**config.mk**
```make
export PLATFORM = sky130hd
export DESIGN_NAME = trc_queue
export DESIGN_NICKNAME = d
export VERILOG_FILES = /design/src/design/trc_pkg.sv /design/src/design/trc_queue.sv
export SDC_FILE = /design/constraint.sdc
export NUM_CORES = 1
export LEC_CHECK = 0
export ABC_AREA = 1
export BUFFER_PORTS_ARGS = -buffer_cell sky130_fd_sc_hd__buf_2
export CORE_AREA = 4 4 475 477
export DETAILED_ROUTE_END_ITERATION = 8
export DIE_AREA = 0 0 479 481
export GPL_TIMING_DRIVEN = 0
export PLACE_DENSITY = 0.44
export SYNTH_ARGS = -nofsm -noshare
export SYNTH_HDL_FRONTEND = slang
export SYNTH_SLANG_ARGS = --single-unit
```
**constraint.sdc**
```tcl
create_clock -name clk_i -period 29.7 [get_ports clk_i]
set_input_delay 0 -clock clk_i [delete_from_list [all_inputs] [get_ports clk_i]]
set_output_delay 0 -clock clk_i [all_outputs]
set_load 0.01 [all_outputs]
```
**src/design/trc_pkg.sv**
```systemverilog
`timescale 1ns / 1ps

package trc_pkg;

  localparam int unsigned CfgW         = 7;
  localparam int unsigned VW           = 16;
  localparam int unsigned CW           = 24;
  localparam int unsigned DW           = 25;
  localparam int unsigned PW           = 50;
  localparam int unsigned YBW          = 36;
  localparam int unsigned BoxW         = 10;
  localparam int unsigned TW           = 64;
  localparam int unsigned MaskW        = 64;
  localparam int unsigned RowW         = 6;
  localparam int unsigned QueueDepth   = 2;
  localparam int unsigned DefMaxWidth  = 64;
  localparam int unsigned DefMaxHeight = 64;

  localparam logic [CfgW-1:0] ResetFrameWidth  = 7'd64;
  localparam logic [CfgW-1:0] ResetFrameHeight = 7'd32;

  // Offset that moves Q2.14 coordinates from [-1, 1] to [0, 2].
  localparam logic signed [VW:0] NdcOffset = 17'sd16384;
  // Weights are compared against -1/100, so edge values are scaled by this.
  localparam logic signed [TW-1:0] WeightScale = 64'sd100;
  localparam int unsigned SubPixBits = 15;

  typedef enum logic [0:0] {
    CFG_FRAME_WIDTH,
    CFG_FRAME_HEIGHT
  } cfg_idx_e;

  typedef struct packed {
    logic signed [VW-1:0] vertex0_x;
    logic signed [VW-1:0] vertex0_y;
    logic signed [VW-1:0] vertex1_x;
    logic signed [VW-1:0] vertex1_y;
    logic signed [VW-1:0] vertex2_x;
    logic signed [VW-1:0] vertex2_y;
  } tri_in_t;

  typedef struct packed {
    logic [RowW-1:0]  row_index;
    logic [MaskW-1:0] coverage_mask;
    logic             last_row;
  } row_out_t;

  // One set-up triangle handed from the front to the back. The t values are
  // 100 * edge + area at pixel (0, ymin); dx and dy step them by one pixel.
  typedef struct packed {
    logic                 empty;
    logic                 zero_area;
    logic                 area_neg;
    logic [RowW-1:0]      xmin;
    logic [RowW-1:0]      xmax;
    logic [RowW-1:0]      ymin;
    logic [RowW-1:0]      ymax;
    logic [2:0][TW-1:0]   t;
    logic [2:0][TW-1:0]   dx;
    logic [2:0][TW-1:0]   dy;
  } job_t;

  typedef enum logic [2:0] {
    F_IDLE,
    F_MAP,
    F_BOX,
    F_MUL,
    F_SUM,
    F_EDGE,
    F_SCALE,
    F_PUSH
  } front_state_e;

  typedef enum logic [1:0] {
    B_IDLE,
    B_LOAD,
    B_ROW,
    B_EMPTY
  } back_state_e;

endpackage

```
**src/design/trc_queue.sv**
```systemverilog
`timescale 1ns / 1ps

module trc_queue (
  input  logic          clk_i,
  input  logic          rst_ni,
  input  logic          push_i,
  input  trc_pkg::job_t job_i,
  output logic          full_o,
  input  logic          pop_i,
  output logic          nonempty_o,
  output trc_pkg::job_t job_o
);
  import trc_pkg::*;

  localparam int unsigned PtrW = $clog2(QueueDepth);
  localparam int unsigned CntW = $clog2(QueueDepth + 1);

  job_t            mem_q [QueueDepth];
  logic [PtrW-1:0] wr_ptr_q, rd_ptr_q;
  logic [CntW-1:0] cnt_q;

  assign full_o     = (cnt_q == CntW'(QueueDepth));
  assign nonempty_o = (cnt_q != '0);
  assign job_o      = mem_q[rd_ptr_q];

  always_ff @(posedge clk_i or negedge rst_ni) begin
    if (!rst_ni) begin
      wr_ptr_q <= '0;
      rd_ptr_q <= '0;
      cnt_q    <= '0;
    end else begin
      if (push_i) wr_ptr_q <= wr_ptr_q + PtrW'(1);
      if (pop_i)  rd_ptr_q <= rd_ptr_q + PtrW'(1);
      if (push_i && !pop_i) begin
        cnt_q <= cnt_q + CntW'(1);
      end else if (pop_i && !push_i) begin
        cnt_q <= cnt_q - CntW'(1);
      end
    end
  end

  always_ff @(posedge clk_i) begin
    if (push_i) mem_q[wr_ptr_q] <= job_i;
  end

endmodule

```
== After elaboration in Yosys (flattened, before gate mapping) ==
Memory sizes are Yosys's and may differ from the RTL's.
Cells that the tools add are included.
Cells by class
  equal/unequal tests: 1
  multiplexer cells: 4
  add/subtract/negate cells: 4
  reductions and logical operators: 6
Operators with widths (number)
  $mux 2: 2
  $reduce_bool 2->1: 2
  $add 1x1->1 const B: 2
  $add 2x1->2 const B: 1
  $eq 2x2->1 const B: 1
  $logic_and 1x1->1: 2
  $logic_not 1->1: 2
  $mux 1: 2
  $sub 2x1->2 const B: 1
Word-level totals
  bits in writable memories: 1206
  word-level logic and storage cells: 19
  register bits after elaboration: 4
  memories: 1
Memories
  mem_q: words 2, bits a word 603, rd ports 1, clocked after memory_dff 0, write ports 1, line trc_queue.sv:18  | job_t mem_q [QueueDepth];

== Depth between registers and ports, before layout ==
  depth in word-level cells: 4
  gate-level depth with buffers: 7
  gate-level depth less buffers: 7

== Least setup slack after synthesis ==
Ideal clock, no wire load.
  path type: register to register
  start point: reg wr_ptr_q
  end point: mem mem_q[0][0] in the netlist's numbering (enable)
  buffers on the path: 0
  period minus slack after synthesis: 26.956 ns
  arrival time: 25.354 ns
  path slack: 2.744 ns
  data required time: 28.098 ns
  stages on the path, launching flop included: 2
  cell sequence: dfrtp_1 nor2_1
RTL lines
  from (decl): line trc_queue.sv:19  | logic [PtrW-1:0] wr_ptr_q, rd_ptr_q;
  from (signal assigned): line trc_queue.sv:32  | if (push_i) wr_ptr_q <= wr_ptr_q + PtrW'(1);
  to (decl): line trc_queue.sv:18
Straight into the memory's write port.

== Worst setup path in the final report ==
  start point: reg wr_ptr_q
  end point: mem mem_q[1][588] in the netlist's numbering (enable)
Straight into the memory's write port.

==> run summary <==
Commonest non-fill, non-tap cell in the layout = buf_2
Post-synthesis sequential area ratio = 0.826
Hold Fails Final Rpt = 0
Met3 Use GR = 0.0592
Share of layout cells above drive strength 1 = 0.461
Total Power = 0.00602 W
Crit. End Element = flip-flop
Clock sink total = 1,210
Vias/cell = 3.75
Vias in the first global route = 30,300
Routed WL = 163,000 um
Die H = 481 um
Crit path max-delay family = buffers and inverters
Worst-skew pair later-pin latency = 0.77 ns
Initial Util = 0.198
Slew Limit Fails = 0
HPWL Detailed = 123,000 um
Syn Inst Count = 1,901
Yosys warns = 0
Most frequent CP cell = buf_16
Clock root cell = clkbuf_16
Initial DRC count = 1,468
TritonCTS clock tree = yes
Core area = 221,000 um2
Buffers plus inverters on the worst setup path = 4
Syn Nets = 2,509
Max incr delay on CP = 0.46 ns
Grt met2 use = 0.233
Worst Path Arrival = 3.45 ns
# rows = 173
Utilization after layout = 0.319
Per-cell routed wire length = 21.5 um
Worst Clk Skew = 0.0348 ns
Global route overflow = 0
Crit path time final = 3.07 ns
Relative slew slack = 0.381
Boundary Pins = 1,212
Worst-path clk slew = 0.06 ns
Setup TNS = 0 ns
Fillers = 22,100
1st-pass router iterations = 5
Critical path fanouts, max = 98
Final net count = 5,068
Slowest stage cell, crit path = buf_16
Synthesized flop and latch total = 1,210
Worst-path cell chain = nand2_1, inv_8, buf_16, buf_16, buf_16
Synthesized cell area = 43,900 um2
DIE AREA = 230,000 um2
Commonest non-fill, non-tap cells in the layout = 1,215 x buf_2, 1,206 x edfxtp_1, 1,171 x dlygate4sd3_1
Synth cell types = 13
Worst hold slack = 0.0734 ns
H-tree Lvls = 4
Worst Max-Slew Pin Slew = 0.929 ns
Worst Setup Start Kind = flip-flop
Gr busiest metal = met2
Maximum root-to-sink buffer count = 3
GRT Util Overall = 0.135
Pwr/cell area = 85.1 nW/um2
IO Port Bufs = 1,211
Max Fclk = 326 MHz
Vias = 28,400
CTS Buf Count = 145
Synth Area per Inst = 23.1 um2
Die width = 479 um
Met1 Resource Use GR = 0.152
Pin count of the biggest net entering global routing = 101
Worst VDD drop = 0.0554 mV
RSZ-0062 raised after global routing = no
Leakage power = 26.3 nW
Outcome = complete, no violations
Final Cycle Share = 0.103
First-pass GRT wire length = 223,000 um
Crit Path Category = flip-flop to flip-flop
Critical Path RT = 30.09 ns
Setup-failing EPs final = 0
Residual DRC count = 0
Placer Congestion = 0.861
Antenna violations before repair = 57
PnR worst setup slack = 26.63 ns
Hold crit path type = input port to flip-flop
Detail Route Antenna Nets = 0
Setup WS pre-CTS = 26.58 ns
Maxcap violations = 0
Layout area overhead = 60.9%
==> logic make-up after synthesis <==
| logic type | count (synthesis) | share of synthesized area |
|---|---|---|
| flops | 1210 | 0.826 |
| fa+ha+maj | 1 | 0.000285 |
| xor+xnor | 3 | 0.000598 |
| mux | 603 | 0.155 |
| buf+inv | 74 | 0.0172 |
| simple gates | 10 | 0.000940 |
==> cells in the mapped netlist <==
cell type / number / area, um2
dfrtp_1: 4 / 100
nand4_1: 1 / 6.26
nor2_1: 2 / 7.51
inv_1: 7 / 26.3
edfxtp_1: 1206 / 36200
mux2_2: 603 / 6790
buf_2: 4 / 20.0
ha_1: 1 / 12.5
nand3_1: 1 / 5.00
xor2_1: 2 / 17.5
xnor2_1: 1 / 8.76
nand2_1: 6 / 22.5
buf_6: 63 / 709
==> power breakdown <==
group	switching, W	leakage, nW	internal [W]	total (W)
Combinational	0.00114	12.8	0.000862	0.00200
Sequential	0.0000571	11.4	0.00226	0.00232
Clock	0.000735	2.17	0.000961	0.00170
==> routing by layer <==
| metal | share of wire | routed length (um) |
|---|---|---|
| met2 | 0.49 | 79800 |
| met5 | 0.00052 | 85 |
| met4 | 0.026 | 4150 |
| met3 | 0.10 | 16500 |
| met1 | 0.38 | 62100 |
==> final timing paths <==
kind,end,cells past startpoint,startpoint,slack (ns)
max in group asynchronous,cnt_q[1],3,rst_ni,29.36
worst max-delay path,mem_q[1][588],5,wr_ptr_q,26.63
worst min-delay path,mem_q[0][588],2,job_i[588],0.07
worst min register to register,cnt_q[1],2,cnt_q[1],0.48
min in group asynchronous,rd_ptr_q,3,rst_ni,0.16
worst max register to register,mem_q[1][588],5,wr_ptr_q,26.63
==> layout make-up <==
type	instances	area, um2	share of cell area
flip-flops and latches	1210	36300	0.514
repair buffers	2412	18400	0.261
multi-input cells	617	6880	0.0973
clock buffers	176	3740	0.0530
well taps	2975	3720	0.0527
clock inverters	78	786	0.0111
plain buffers	67	729	0.0103
diodes	18	45.0	0.000637
inverters	7	33.8	0.000478
==> sequential cells by signal (all words and copies together) (netlist names) <==
signal / cells
mem_q: 1206
rd_ptr_q: 1
wr_ptr_q: 1
cnt_q: 2
==> repair_timing <==
item | 4_1_cts | 5_1_grt
hold buffers | 1171 | 0
gates resized for setup | 0 | 0
hold endpoints to repair | 1319 | 0
setup buffers | 0 | 0
==> worst register-to-register path: stages (launching register included) <==
cell and delay [ns]:
dfrtp_1 0.42, nand2_1 0.16, inv_8 0.40, buf_16 0.48, buf_16 0.41, buf_16 0.68
==> through the flow <==
step | instances | cell area, um2
after detailed placement | 6117 | 54400
after CTS | 7542 | 70700
after floorplan | 1901 | 43900
final | 7560 | 70700
after global placement | 6087 | 53700
after global routing | 7558 | 70700
No activity file was read; power rests on OpenSTA's default activity.
